## src/rtl/core/rcast_pkg.sv

```systemverilog
// Shared constants, codes and control types of the grid ray caster.
package rcast_pkg;

  localparam int GRID_SIZE   = 64;
  localparam int SCREEN_ROWS = 480;
  localparam int MAX_STEPS   = 128;

  localparam int EYE_W      = 22;
  localparam int DIR_W      = 19;
  localparam int CAM_W      = 18;
  localparam int COL_W      = 10;
  localparam int ROW_W      = 9;
  localparam int GXY_W      = 6;
  localparam int CFG_DATA_W = 22;
  localparam int CFG_IDX_W  = 3;

  localparam int FRAC_W    = 16;
  localparam int FRAC1_W   = FRAC_W + 1;
  localparam int EYE_INT_W = EYE_W - FRAC_W;
  localparam int PROD_W    = DIR_W + CAM_W;
  localparam int RD_W      = ((PROD_W - FRAC_W > DIR_W) ? PROD_W - FRAC_W : DIR_W) + 1;
  localparam int DELTA_W   = 32;
  localparam int DVD_W     = DELTA_W + 1;
  localparam int SIDE0_W   = FRAC1_W + DELTA_W - FRAC_W;
  localparam int STEP_W    = $clog2(MAX_STEPS + 1);
  localparam int SD_W      = SIDE0_W + STEP_W;
  localparam int DVS_W     = SD_W;

  localparam int GRID_IDX_W = $clog2(GRID_SIZE);
  localparam int CELL_W     = ((GRID_IDX_W > EYE_INT_W) ? GRID_IDX_W : EYE_INT_W) + 2;
  localparam int MAP_DEPTH  = GRID_SIZE * GRID_SIZE;
  localparam int ADDR_W     = $clog2(MAP_DEPTH);

  localparam int H_MAX     = 2 * SCREEN_ROWS;
  localparam int H_W       = $clog2(H_MAX + 1);
  localparam int ES_W      = H_W + 1;
  localparam int HALF_ROWS = SCREEN_ROWS / 2;

  localparam logic [DVD_W-1:0] RECIP_NUM  = DVD_W'(64'd1 << (2 * FRAC_W));
  localparam logic [DVD_W-1:0] HEIGHT_NUM = DVD_W'(64'(SCREEN_ROWS) << FRAC_W);
  localparam logic [FRAC1_W-1:0] FRAC_ONE = FRAC1_W'(64'd1 << FRAC_W);

  localparam logic signed [CELL_W-1:0] CELL_ONE  = CELL_W'(1);
  localparam logic signed [CELL_W-1:0] CELL_ZERO = '0;
  localparam logic signed [CELL_W-1:0] CELL_GRID = CELL_W'(GRID_SIZE);

  localparam logic REQ_MAP_WRITE = 1'b0;
  localparam logic REQ_CAST      = 1'b1;

  typedef enum logic [CFG_IDX_W-1:0] {
    CFG_EYE_X   = 3'd0,
    CFG_EYE_Y   = 3'd1,
    CFG_VIEW_X  = 3'd2,
    CFG_VIEW_Y  = 3'd3,
    CFG_PLANE_X = 3'd4,
    CFG_PLANE_Y = 3'd5
  } cfg_idx_t;

  typedef enum logic [3:0] {
    OP_IDLE, OP_CLEAR, OP_MUL, OP_SUM, OP_DX_GO, OP_DX_WAIT, OP_DY_GO, OP_DY_WAIT,
    OP_SIDE, OP_STEP, OP_TEST, OP_PERP, OP_H_GO, OP_H_WAIT, OP_ROWS, OP_OUT
  } op_t;

  typedef struct packed {
    op_t  op;
    logic div_start;
  } dp_cmd_t;

  typedef struct packed {
    logic clear_last;
    logic div_done;
    logic step_limit;
    logic hit;
    logic out_free;
  } dp_status_t;

endpackage

```

## src/rtl/core/rcast_ctrl.sv

```systemverilog
// Controller: sequences map clearing, ray setup, grid walk and result hand-off.
module rcast_ctrl (
  input  logic                  clk,
  input  logic                  rst,
  input  logic                  accept,
  input  logic                  cast_req,
  input  rcast_pkg::dp_status_t st,
  output rcast_pkg::dp_cmd_t    cmd,
  output logic                  in_ready
);
  import rcast_pkg::*;

  typedef enum logic [3:0] {
    S_IDLE, S_CLEAR, S_MUL, S_SUM, S_DX_GO, S_DX_WAIT, S_DY_GO, S_DY_WAIT,
    S_SIDE, S_STEP, S_TEST, S_PERP, S_H_GO, S_H_WAIT, S_ROWS, S_OUT
  } state_t;

  state_t state;

  always_ff @(posedge clk) begin
    if (rst) begin
      state <= S_CLEAR;
    end else begin
      unique case (state)
        S_CLEAR:   if (st.clear_last) state <= S_IDLE;
        S_IDLE:    if (accept && cast_req) state <= S_MUL;
        S_MUL:     state <= S_SUM;
        S_SUM:     state <= S_DX_GO;
        S_DX_GO:   state <= S_DX_WAIT;
        S_DX_WAIT: if (st.div_done) state <= S_DY_GO;
        S_DY_GO:   state <= S_DY_WAIT;
        S_DY_WAIT: if (st.div_done) state <= S_SIDE;
        S_SIDE:    state <= S_STEP;
        S_STEP:    state <= st.step_limit ? S_ROWS : S_TEST;
        S_TEST:    state <= st.hit ? S_PERP : S_STEP;
        S_PERP:    state <= S_H_GO;
        S_H_GO:    state <= S_H_WAIT;
        S_H_WAIT:  if (st.div_done) state <= S_ROWS;
        S_ROWS:    state <= S_OUT;
        S_OUT:     if (st.out_free) state <= S_IDLE;
      endcase
    end
  end

  always_comb begin
    unique case (state)
      S_IDLE:    cmd.op = OP_IDLE;
      S_CLEAR:   cmd.op = OP_CLEAR;
      S_MUL:     cmd.op = OP_MUL;
      S_SUM:     cmd.op = OP_SUM;
      S_DX_GO:   cmd.op = OP_DX_GO;
      S_DX_WAIT: cmd.op = OP_DX_WAIT;
      S_DY_GO:   cmd.op = OP_DY_GO;
      S_DY_WAIT: cmd.op = OP_DY_WAIT;
      S_SIDE:    cmd.op = OP_SIDE;
      S_STEP:    cmd.op = OP_STEP;
      S_TEST:    cmd.op = OP_TEST;
      S_PERP:    cmd.op = OP_PERP;
      S_H_GO:    cmd.op = OP_H_GO;
      S_H_WAIT:  cmd.op = OP_H_WAIT;
      S_ROWS:    cmd.op = OP_ROWS;
      S_OUT:     cmd.op = OP_OUT;
    endcase
    cmd.div_start = state == S_DX_GO || state == S_DY_GO || state == S_H_GO;
  end

  assign in_ready = state == S_IDLE;
endmodule

```

## config.mk

```make
export PLATFORM = sky130hd
export DESIGN_NAME = rcast_ctrl
export DESIGN_NICKNAME = d
export VERILOG_FILES = /design/src/rtl/core/rcast_pkg.sv /design/src/rtl/core/rcast_ctrl.sv
export SDC_FILE = /design/constraint.sdc
export NUM_CORES = 1
export LEC_CHECK = 0
export BUFFER_PORTS_ARGS = -buffer_cell sky130_fd_sc_hd__buf_2
export CAP_MARGIN = 25
export CORE_AREA = 2 2 39 41
export DETAILED_ROUTE_END_ITERATION = 10
export DIE_AREA = 0 0 41 43
export MAX_ROUTING_LAYER = met4
export PLACE_DENSITY = 0.56
export RECOVER_POWER = 100
export SYNTH_ARGS = -nofsm -noshare
export SYNTH_HDL_FRONTEND = slang
export SYNTH_SLANG_ARGS = --single-unit
```

## constraint.sdc

```tcl
create_clock -name clk -period 2.67 [get_ports clk]
set_clock_uncertainty 0.05 [all_clocks]
set_input_delay 0.267 -clock clk [delete_from_list [all_inputs] [get_ports clk]]
set_output_delay 0.267 -clock clk [all_outputs]
set_load 0.1 [all_outputs]
```

-- Word-level counts from Yosys, hierarchy flattened
Memories as Yosys holds them, arrays and structs flattened. A register that Yosys moved wholly into a read port is not among the register bits.
Index checks and enable logic that the tools add are counted.
- mux-type cells: 11
- equal/unequal tests: 21
- reduce and logical (&&, ||, !) cells: 5
- operators with widths (operator ; count):
    $pmux 4 s16 ; 1
    $eq 4x4->1 const B ; 8
    $mux 4 ; 8
    $eq 4x3->1 const B ; 4
    $ne 2x2->1 const B ; 5
    $eq 4x2->1 const B ; 2
    $reduce_and 6->1 ; 1
    $eq 4x1->1 const B ; 1
    $logic_not 4->1 ; 1
    $mux 3 ; 1
    $logic_or 1x1->1 ; 2
    $mux 2 ; 1
    $ne 2x1->1 const B ; 1
    $logic_and 1x1->1 ; 1
- memory bits (read-only): 64
- bits of input ports: 9
- memories kept: 1
- register bits: 4
- output and inout bits: 6
- memory list (name ; depth ; width ; rd ports ; clocked after Yosys merged registers in ; write ports ; RTL line ; RTL):
    (no name shown) ; 16 ; 4 ; 1 ; 1 ; 0 ; rcast_ctrl.sv:46 ; unique case (state)

-- Depth between registers and ports, before layout
Gate-level depths: netlist of run 1.
- depth after elaboration: 5
- mapped depth: 5
- depth with buffers taken out: 4

-- Least setup slack after synthesis of run 1
No wires, ideal clock.
- path type: register -> register
- start point: register state[1]
- end point: register cmd[2] (netlist name)
- setup time: 0.079 ns
- clock period less this slack: 2.257 ns
- arrival: 2.127 ns
- data required time: 2.541 ns
- path buffers: 1
- cell stages (with the launch flop): 6
- path slack: 0.413 ns
- cell sequence: dfxtp_1 buf_4 nor4_4 nand2_1 nand3_2 mux2i_1
- cells in the longest elaborated chain, start to end: 5
- elaborated cells between the ends (all ways): 26
- RTL lines (item ; RTL line ; RTL):
    from (decl) ; rcast_ctrl.sv:18 ; state_t state;
    from (signal assigned) ; rcast_ctrl.sv:34 ; S_STEP: state <= st.step_limit ? S_ROWS : S_TEST;
    from (signal assigned) ; rcast_ctrl.sv:35 ; S_TEST: state <= st.hit ? S_PERP : S_STEP;
    $logic_not 4->1 (*) ; n/a ;
    named net in_ready ; rcast_ctrl.sv:9 ; output logic in_ready
    $ne 2x1->1 (no line) ; n/a ;
    $reduce_and 6->1 (no line) ; n/a ;
    $mux 4 (no line) (*) (2 in a row) ; n/a ;
The timed path passes the listed nets; every way through them passes the cells marked *.
A chain may end at the register's enable or synchronous reset.

==> flow_metrics.py, run 1 <==
metrics = {
    "layout": {
        "drive_above_1_share": 0.321,
        "mostFrequentLayoutCells": "buf_2, dfxtp_1, clkbuf_1",
        "finalNetCount": 67,
        "final_cells": 72,
        "areaGrowthSynthToFinish_pct": 16.1,
        "antenna_cells": 0,
        "layout_commonest_cell": "buf_2",
    },
    "grt": {
        "overflow": 0,
        "grt_pass1_wl_um": 1280,
        "antenna_found_initial": 0,
        "grt_pass1_vias": 313,
        "grt_use_total": 0.110,
        "grt_max_degree": 11,
    },
    "floorplan": {
        "fp.coreArea_mm2": 0.00138,
        "dieArea_mm2": 0.00176,
        "die_x_um": 41,
        "io_pins": 15,
        "num_rows": 14,
        "fp.dieH_um": 43,
        "start_util": 0.314,
    },
    "pwr": {
        "p_leak_uw": 0.000230,
        "power_density_mw_per_mm2": 963,
        "power_uw": 486,
        "worst_ir_drop_vdd_mv": 0.336,
    },
    "synth": {
        "ys_ff_latch": 8,
        "yosys_warnings": 0,
        "synth_cell_types": 29,
        "seq_area_frac_synth": 0.369,
        "netlist_instances": 42,
        "netlist_area_um2": 434,
        "syn_area_per_cell_um2": 10.3,
        "synth.net_count": 51,
    },
    "detailed_routing": {
        "first_pass_iters": 4,
        "met2WireLength_um": 363,
        "wl_met1_um": 350,
        "drt_iter0_drc": 5,
        "via_per_inst": 4.78,
        "wl_per_cell_um": 10.4,
        "ant_nets": 0,
        "vias": 344,
        "dr.max_layer_used": "met3",
        "drt-total-wl_um": 749,
        "met3_length_um": 35,
        "drc": 0,
    },
    "worst_setup_path": {
        "crit_chain": "and3b_2 > clkbuf_1",
        "crit_family": "buffers and inverters",
        "path_buf_inv": 1,
        "cp-start-kind": "register",
        "slowest_stage": "clkbuf_1",
        "cp-end-kind": "primary output",
        "crit_fanout": 10,
        "critical_path_class": "register to primary output",
        "critPathArrivalTime_ps": 1850,
        "required_ps": 2350,
        "critPathMaxStageDelay_ps": 850,
    },
    "cts": {
        "clkLatencyLatePin_ps": 250,
        "cts-hold-fix-buffers": 0,
        "ctsHtreeMaxLevel": 1,
        "tritoncts": "built",
        "cts-root-buf": "clkbuf_4",
        "cts.sinks": 8,
        "cts_setup_buffers": 0,
        "postCtsResizedCells": 0,
        "clockBufferDepth": 2,
        "numCtsBuffers": 3,
        "path_clk_slew_ps": 50,
    },
    "sta": {
        "tightestPinTransition_ps": 1160,
        "worst_slack_ps": 499,
        "setup_tns_ps": 0,
        "slew_viol_final": 0,
        "rsz0062_at_grt": "false",
        "fin_crit_sh": 0.813,
        "hold_violations": 0,
        "fmax_ghz": 0.461,
        "slew_headroom": 0.231,
        "period_minus_slack_ps": 2170,
        "setup_viol": 0,
    },
    "placement": {
        "port_buffers": 14,
        "dp_hpwl_um": 584,
        "dp.cells": 69,
        "routabilityCongestion": 0.752,
        "dp_slack_ps": 1140,
    },
    "run_status": {
        "status": "complete, no violations",
    },
    "min_path": {
        "hold_path_class": "input port to register",
    },
    "run": {
        "drv_cap": 0,
    },
}
## cell usage after synthesis (all sizes together)
library cell	instances	area, um2
nand3b	1	7.51
or2	1	6.26
nand4	1	6.26
a21oi	2	10.0
nor2	1	3.75
o41ai	1	16.3
nor2b	2	20.0
nand2	4	15.0
a21o	2	16.3
and3	2	13.8
o21bai	1	7.51
dfxtp	8	160
mux2i	3	30.0
buf	3	23.8
o21ai	2	21.3
and3b	2	18.8
nand2b	1	6.26
nor3	1	5.00
nand3	1	10.0
nor4	2	27.5
nand4b	1	8.76
## routing by layer
metal / vias to the layer above / global-route usage
li1: 182 / -
met1: 154 / 0.136
met2: 8 / 0.156
met3: 0 / 0.0628
met4: 0 / 0.0200
met5: - / -
## per-stage QoR
stage	cell area [um2]	utilization	hold slack [ps]
4_1_cts	523	0.378	237
3_3_place_gp	500	0.362	497
3_5_place_dp	500	0.362	497
6_report	504	0.364	230
5_1_grt	504	0.364	236
2_1_floorplan	434	-	304
## where the power goes
| part | internal [uW] | switching [uW] |
|---|---|---|
| registers | 141 | 31.8 |
| logic | 58.4 | 168 |
| clock network | 51.0 | 34.9 |
| total | 251 | 235 |
## sequential cells by signal (all words and copies together) (netlist names)
register,flops
cmd,4
state,4
## area by class of cell
| cell class | instances | area, um2 |
|---|---|---|
| Clock buffer | 3 | 22.5 |
| Fill cell | 157 | 880 |
| Multi-Input combinational cell | 31 | 238 |
| Sequential cell | 8 | 160 |
| Tap cell | 16 | 20.0 |
| Timing Repair Buffer | 14 | 63.8 |
## worst paths after layout
kind                                from       end  slack (ps)  cells after the start
worst max-delay path            state[2]    cmd[0]         500                      2
worst min register to register  state[3]  state[3]         580                      2
worst max register to register  state[1]  state[2]        1120                      4
worst min-delay path                 rst  state[3]         230                      2
## cell families (layout without fill, tap and decap cells)
family,Yosys count,after routing,share of synthesized area
buffers and inverters,3,17,0.0547
and+or+nand+nor,20,20,0.343
AOI/OAI and AO/OA,8,8,0.164
muxes,3,3,0.0692
DFF,8,8,0.369
(Power assumes the default switching activity.)
==> run 2: changes to the inputs <==
==> constraint.sdc (replaced) <==
create_clock -name clk -period 2.2 [get_ports clk]
set_clock_uncertainty 0.05 [all_clocks]
set_input_delay 0.22 -clock clk [delete_from_list [all_inputs] [get_ports clk]]
set_output_delay 0.22 -clock clk [all_outputs]
set_load 0.1 [all_outputs]
==> run 2 against run 1 <==
Sequential power up 23%. Clock-buffer cell count stayed put. Routed wire length grew 7.9%. Flip-flop and latch count did not move. Utilization is 0.36 points lower. Sequential share of layout area up 0.32 points. Combinational power up 20%. Final cell count stayed put. Total power grew 21%. Cell area shrank 0.99%. Critical path depth unchanged. Critical path type unchanged. Highest routed layer unchanged.
==> flow_metrics.py, run 2 (same netlist as run 1, synthesis figures left out) <==
metrics = {
    "sta": {
        "fmax_ghz": 0.564,
        "period_minus_slack_ps": 1770,
        "slew_viol_final": 0,
        "rsz0062_at_grt": "false",
        "fin_crit_sh": 0.806,
        "slew_headroom": 0.231,
        "tightestPinTransition_ps": 1160,
        "hold_ws_ps": 172,
        "hold_violations": 0,
        "setup_viol": 0,
    },
    "grt": {
        "overflow": 0,
        "grt_use_total": 0.118,
        "grt_pass1_vias": 325,
        "grt_max_degree": 11,
        "antenna_found_initial": 0,
        "grt_pass1_wl_um": 1350,
    },
    "cts": {
        "path_clk_slew_ps": 50,
        "numCtsBuffers": 3,
        "cts.sinks": 8,
        "cts_setup_buffers": 0,
        "cts-hold-fix-buffers": 0,
        "ctsHtreeMaxLevel": 1,
        "clockBufferDepth": 2,
        "tritoncts": "built",
        "postCtsResizedCells": 0,
        "cts-root-buf": "clkbuf_4",
        "clkLatencyLatePin_ps": 240,
    },
    "worst_setup_path": {
        "slowest_stage": "clkbuf_2",
        "cp-start-kind": "register",
        "critPathArrivalTime_ps": 1500,
        "cp-end-kind": "primary output",
        "critical_path_class": "register to primary output",
        "path_depth": 2,
        "critPathMaxStageDelay_ps": 500,
        "path_buf_inv": 1,
        "required_ps": 1930,
        "crit_family": "buffers and inverters",
        "reg2regPathDepth": 4,
        "crit_fanout": 10,
        "crit_chain": "nor4_4 > clkbuf_2",
    },
    "detailed_routing": {
        "ant_nets": 0,
        "drt_iter0_drc": 4,
        "vias": 353,
        "drc": 0,
        "first_pass_iters": 3,
        "drt-total-wl_um": 808,
        "via_per_inst": 4.90,
        "wl_per_cell_um": 11.2,
    },
    "floorplan": {
        "start_util": 0.314,
        "io_pins": 15,
        "dieArea_mm2": 0.00176,
        "die_x_um": 41,
        "fp.coreArea_mm2": 0.00138,
        "num_rows": 14,
        "fp.dieH_um": 43,
    },
    "pwr": {
        "power_density_mw_per_mm2": 1180,
        "p_leak_uw": 0.000234,
        "worst_ir_drop_vdd_mv": 0.401,
        "power.internal_uw": 301,
        "p_sw_uw": 286,
        "p_seq_frac": 0.360,
        "switching_share": 0.487,
        "clkPwrFrac": 0.176,
        "p_comb_frac": 0.463,
    },
    "min_path": {
        "min_path_cells": 2,
        "hold_path_class": "input port to register",
    },
    "layout": {
        "drive_above_1_share": 0.339,
        "mostFrequentLayoutCells": "dfxtp_1, buf_2, nand2_1, clkbuf_1",
        "design_area_um2": 499,
        "antenna_cells": 0,
        "areaGrowthSynthToFinish_pct": 15.0,
        "finalNetCount": 67,
    },
    "placement": {
        "routabilityCongestion": 0.704,
        "dp_hpwl_um": 639,
        "port_buffers": 14,
        "dpl_cell_area_um2": 500,
    },
    "run_status": {
        "status": "complete, no violations",
    },
    "run": {
        "drv_cap": 0,
    },
}
==> run 2: changes by cell type in the layout (fill, tap and decap cells not counted), sizes merged <==
| cell | delta |
|---|---|
| clkbuf | +1 |
| buf | -1 |
==> run 2: final timing paths <==
check	from	slack, ps	to
worst min register to register	state[3]	600	state[3]
worst min-delay path	rst	170	state[3]
worst max-delay path	state[2]	430	in_ready
worst max register to register	state[1]	500	cmd[3]
==> run 2: worst register-to-register path, cell delays in order (launching register included) <==
cell     delay [ps]
dfxtp_1         540
nor3_1          110
o21ai_0         330
nand3_2         160
o41ai_1         390
==> run 2: through the flow <==
step / cells / setup TNS (ps) / utilization / setup WS, ps / total power, uW
6_report: 72 / 0 / 0.361 / 427 / 587
5_1_grt: 72 / 0 / 0.361 / 278 / 626
4_1_cts: 72 / 0 / 0.378 / 451 / 612
3_5_place_dp: 69 / 0 / 0.362 / 722 / 504
3_3_place_gp: 69 / 0 / 0.362 / 713 / 504
2_1_floorplan: 42 / -17.8 / - / -8.89 / 471
==> run 2: cell type report <==
class,count,area [um2]
fillers,162,885
multi-input cells,31,231
clock buffers,3,22.5
flip-flops and latches,8,160
well taps,16,20.0
repair buffers,14,65.1
==> run 2: power by group through the flow <==
stage | Clock [uW] | Sequential [uW] | Combinational [uW]
global route | 118 | 218 | 290
finish | 103 | 212 | 272
global placement | 0 | 214 | 290
floorplan | 0 | 274 | 197
detailed placement | 0 | 214 | 291
CTS | 110 | 210 | 291
==> run 2: per-layer routing <==
| metal | wire length [um] | global-route usage | share of wire | vias to the layer above |
|---|---|---|---|---|
| li1 | - | - | - | 181 |
| met1 | 377 | 0.136 | 0.47 | 165 |
| met2 | 392 | 0.169 | 0.49 | 7 |
| met3 | 38 | 0.0628 | 0.047 | 0 |
| met4 | 0 | 0.0400 | 0 | 0 |
| met5 | 0 | - | 0 | - |
==> run 3: changes to the inputs <==
--- a/config.mk
+++ b/config.mk
@@ -5,13 +5,14 @@
 export SDC_FILE = /design/constraint.sdc
 export NUM_CORES = 1
 export LEC_CHECK = 0
+export ABC_AREA = 1
 export BUFFER_PORTS_ARGS = -buffer_cell sky130_fd_sc_hd__buf_2
 export CAP_MARGIN = 25
 export CORE_AREA = 2 2 39 41
 export DETAILED_ROUTE_END_ITERATION = 10
 export DIE_AREA = 0 0 41 43
 export MAX_ROUTING_LAYER = met4
-export PLACE_DENSITY = 0.56
+export PLACE_DENSITY = 0.59
 export RECOVER_POWER = 100
 export SYNTH_ARGS = -nofsm -noshare
 export SYNTH_HDL_FRONTEND = slang
==> constraint.sdc (replaced) <==
create_clock -name clk -period 1.6 [get_ports clk]
set_clock_uncertainty 0.05 [all_clocks]
set_input_delay 0.16 -clock clk [delete_from_list [all_inputs] [get_ports clk]]
set_output_delay 0.16 -clock clk [all_outputs]
set_load 0.1 [all_outputs]
==> run 3 against run 2 <==
Synthesized area increased by 2.9%. Utilization rose by 4.9 points. Die area did not move. Hold slack worse by 96 ps. Routed wire length increased by 11%. Via count rose by 27%. Final cell count up 35%. Critical path depth up 1. Cell area rose by 14%. Clock power increased by 46%. Critical path type unchanged.
==> flow_metrics.py, run 3 <==
metrics = {
    "run_status": {
        "status": "complete, no violations",
    },
    "worst_setup_path": {
        "path_buf_inv": 2,
        "critPathArrivalTime_ps": 1290,
        "slowest_stage": "dfxtp_1",
        "crit_family": "flip-flops",
        "critical_path_class": "register to primary output",
        "cp-start-kind": "register",
        "crit_chain": "inv_1 > a211oi_2 > buf_12",
        "path_depth": 3,
        "cp-end-kind": "primary output",
        "crit_fanout": 6,
        "reg2regPathDepth": 8,
        "required_ps": 1390,
        "critPathMaxStageDelay_ps": 450,
    },
    "synth": {
        "yosys_warnings": 0,
        "synthXorXnorAreaFrac": 0.0196,
        "synth_enable_flop_cells": 0,
        "synth_area_leaders": "dfxtp_1, nand2_1, nor2_1, nand3_1, inv_1",
        "syn_area_per_cell_um2": 6.67,
        "async_flop_share": 0,
        "synth_top_family_by_area": "simple AND/OR/NAND/NOR gates",
        "yosys.area.top_type": "dfxtp_1",
        "yosysMostFrequentCell": "nand2_1",
        "synth_fa_ha_area_frac": 0,
        "netlist_instances": 67,
        "seq_area_frac_synth": 0.359,
        "synth_commonest_cells": "nand2_1, nor2_1, dfxtp_1, inv_1, nand3_1",
        "synthMuxAreaShare": 0,
        "synth.net_count": 76,
        "yosysTopAreaCellShare": 0.359,
        "synth_cell_types": 19,
        "synth_compound_area_frac": 0.129,
        "netlist_area_um2": 447,
        "ys_ff_latch": 8,
        "synth-simple-area-share": 0.364,
        "ys.flop_type": "dfxtp_1",
    },
    "grt": {
        "grt_use_total": 0.129,
        "top_usage_layer": "met2",
        "groute.layer.met3.usage": 0.0314,
        "antenna_found_initial": 0,
        "groute.layer.met1.usage": 0.169,
        "grt_pass1_vias": 384,
        "overflow": 0,
        "grt_max_degree": 10,
        "grt_pass1_wl_um": 1500,
        "met2_usage": 0.172,
    },
    "sta": {
        "setup_tns_ps": 0,
        "fin_crit_sh": 0.935,
        "period_minus_slack_ps": 1500,
        "slew_headroom": 0.643,
        "hold_violations": 0,
        "hold_ws_ps": 76.0,
        "tightestPinTransition_ps": 539,
        "setup_viol": 0,
        "slew_viol_final": 0,
        "rsz0062_at_grt": "false",
        "fmax_ghz": 0.668,
    },
    "floorplan": {
        "fp.coreArea_mm2": 0.00138,
        "num_rows": 14,
        "io_pins": 15,
        "dieArea_mm2": 0.00176,
        "die_x_um": 41,
        "fp.dieH_um": 43,
        "start_util": 0.323,
    },
    "layout": {
        "antenna_cells": 0,
        "areaGrowthSynthToFinish_pct": 26.9,
        "finalNetCount": 92,
        "fill_cells": 144,
        "drive_above_1_share": 0.272,
        "layout_commonest_cell": "nand2_1",
        "mostFrequentLayoutCells": "nand2_1, nor2_1, inv_1, buf_2",
    },
    "detailed_routing": {
        "ant_nets": 0,
        "wl_per_cell_um": 9.22,
        "drt_iter0_drc": 7,
        "first_pass_iters": 4,
        "via_per_inst": 4.61,
        "drc": 0,
        "vias": 447,
        "drt-total-wl_um": 894,
    },
    "pwr": {
        "worst_ir_drop_vdd_mv": 0.647,
        "p_leak_uw": 0.000283,
        "power_density_mw_per_mm2": 1750,
    },
    "placement": {
        "port_buffers": 14,
        "routabilityCongestion": 0.827,
        "dp_hpwl_um": 713,
    },
    "cts": {
        "cts.sinks": 8,
        "tritoncts": "built",
        "clockBufferDepth": 2,
        "path_clk_slew_ps": 50,
        "numCtsBuffers": 3,
        "cts-root-buf": "clkbuf_4",
        "ctsHtreeMaxLevel": 1,
        "cts-hold-fix-buffers": 0,
        "clkLatencyLatePin_ps": 250,
    },
    "min_path": {
        "min_path_cells": 2,
        "hold_path_class": "input port to register",
    },
    "run": {
        "drv_cap": 0,
    },
}
[run 3: cell types whose count changed after synthesis, moves of 2 or more]
cell	previous run	this run
nand2_1	4	14
nor2_1	1	10
inv_2	0	2
nand2_2	0	3
o21ai_0	1	4
mux2i_1	3	0
nand3_1	0	7
inv_1	0	7
[run 3: logic make-up (layout without fill, tap and decap cells)]
kind of cell / count (synthesis) / in the layout
DFF: 8 / 8
AOI/OAI and AO/OA: 9 / 9
buffers and inverters: 12 / 26
and+or+nand+nor: 37 / 37
xor gates and xnor gates: 1 / 1
[run 3: final cells by class]
cell class,instances,area (um2),share of cell area
Tap cell,16,20.0,0.0353
Timing Repair Buffer,14,91.3,0.161
Multi-Input combinational cell,47,238,0.419
Sequential cell,8,161,0.285
Clock buffer,3,22.5,0.0397
Inverter,9,33.8,0.0596
[run 3: per-stage QoR]
stage               area, um2   util  cells  setup slack, ps  power, uW
global route              567  0.410     97             19.0       1050
finish                    567  0.410     97              103        989
CTS                       582  0.420     97              102       1030
floorplan                 463      -     67             -356        773
detailed placement        559  0.404     94              134        876
global placement          559  0.404     94              156        877
[run 3: routing by layer]
layer / part of all wire / vias to the layer above
li1: - / 244
met3: 0.032 / 0
met2: 0.46 / 9
met4: 0 / 0
met5: 0 / -
met1: 0.50 / 194
[run 3: what timing repair did]
item	4_1_cts	5_1_grt
endpoints found under the setup margin	0	2
buffers inserted	0	0
resized for setup	0	1
[run 3: report_power, final]
| part | switching (uW) | internal, uW | leakage, uW |
|---|---|---|---|
| combinational | 399 | 131 | 0.000204 |
| sequential | 63.6 | 246 | 0.0000654 |
| clock | 64.4 | 85.6 | 0.0000138 |
| total | 527 | 462 | 0.000283 |
[run 3: worst paths after layout]
kind / start / endpoint / slack, ps
setup / recovery: state[2] / cmd[0] / 100
hold / removal: rst / cmd[4] / 80
setup reg to reg: state[1] / state[1] / 170
hold reg to reg: state[0] / state[0] / 560
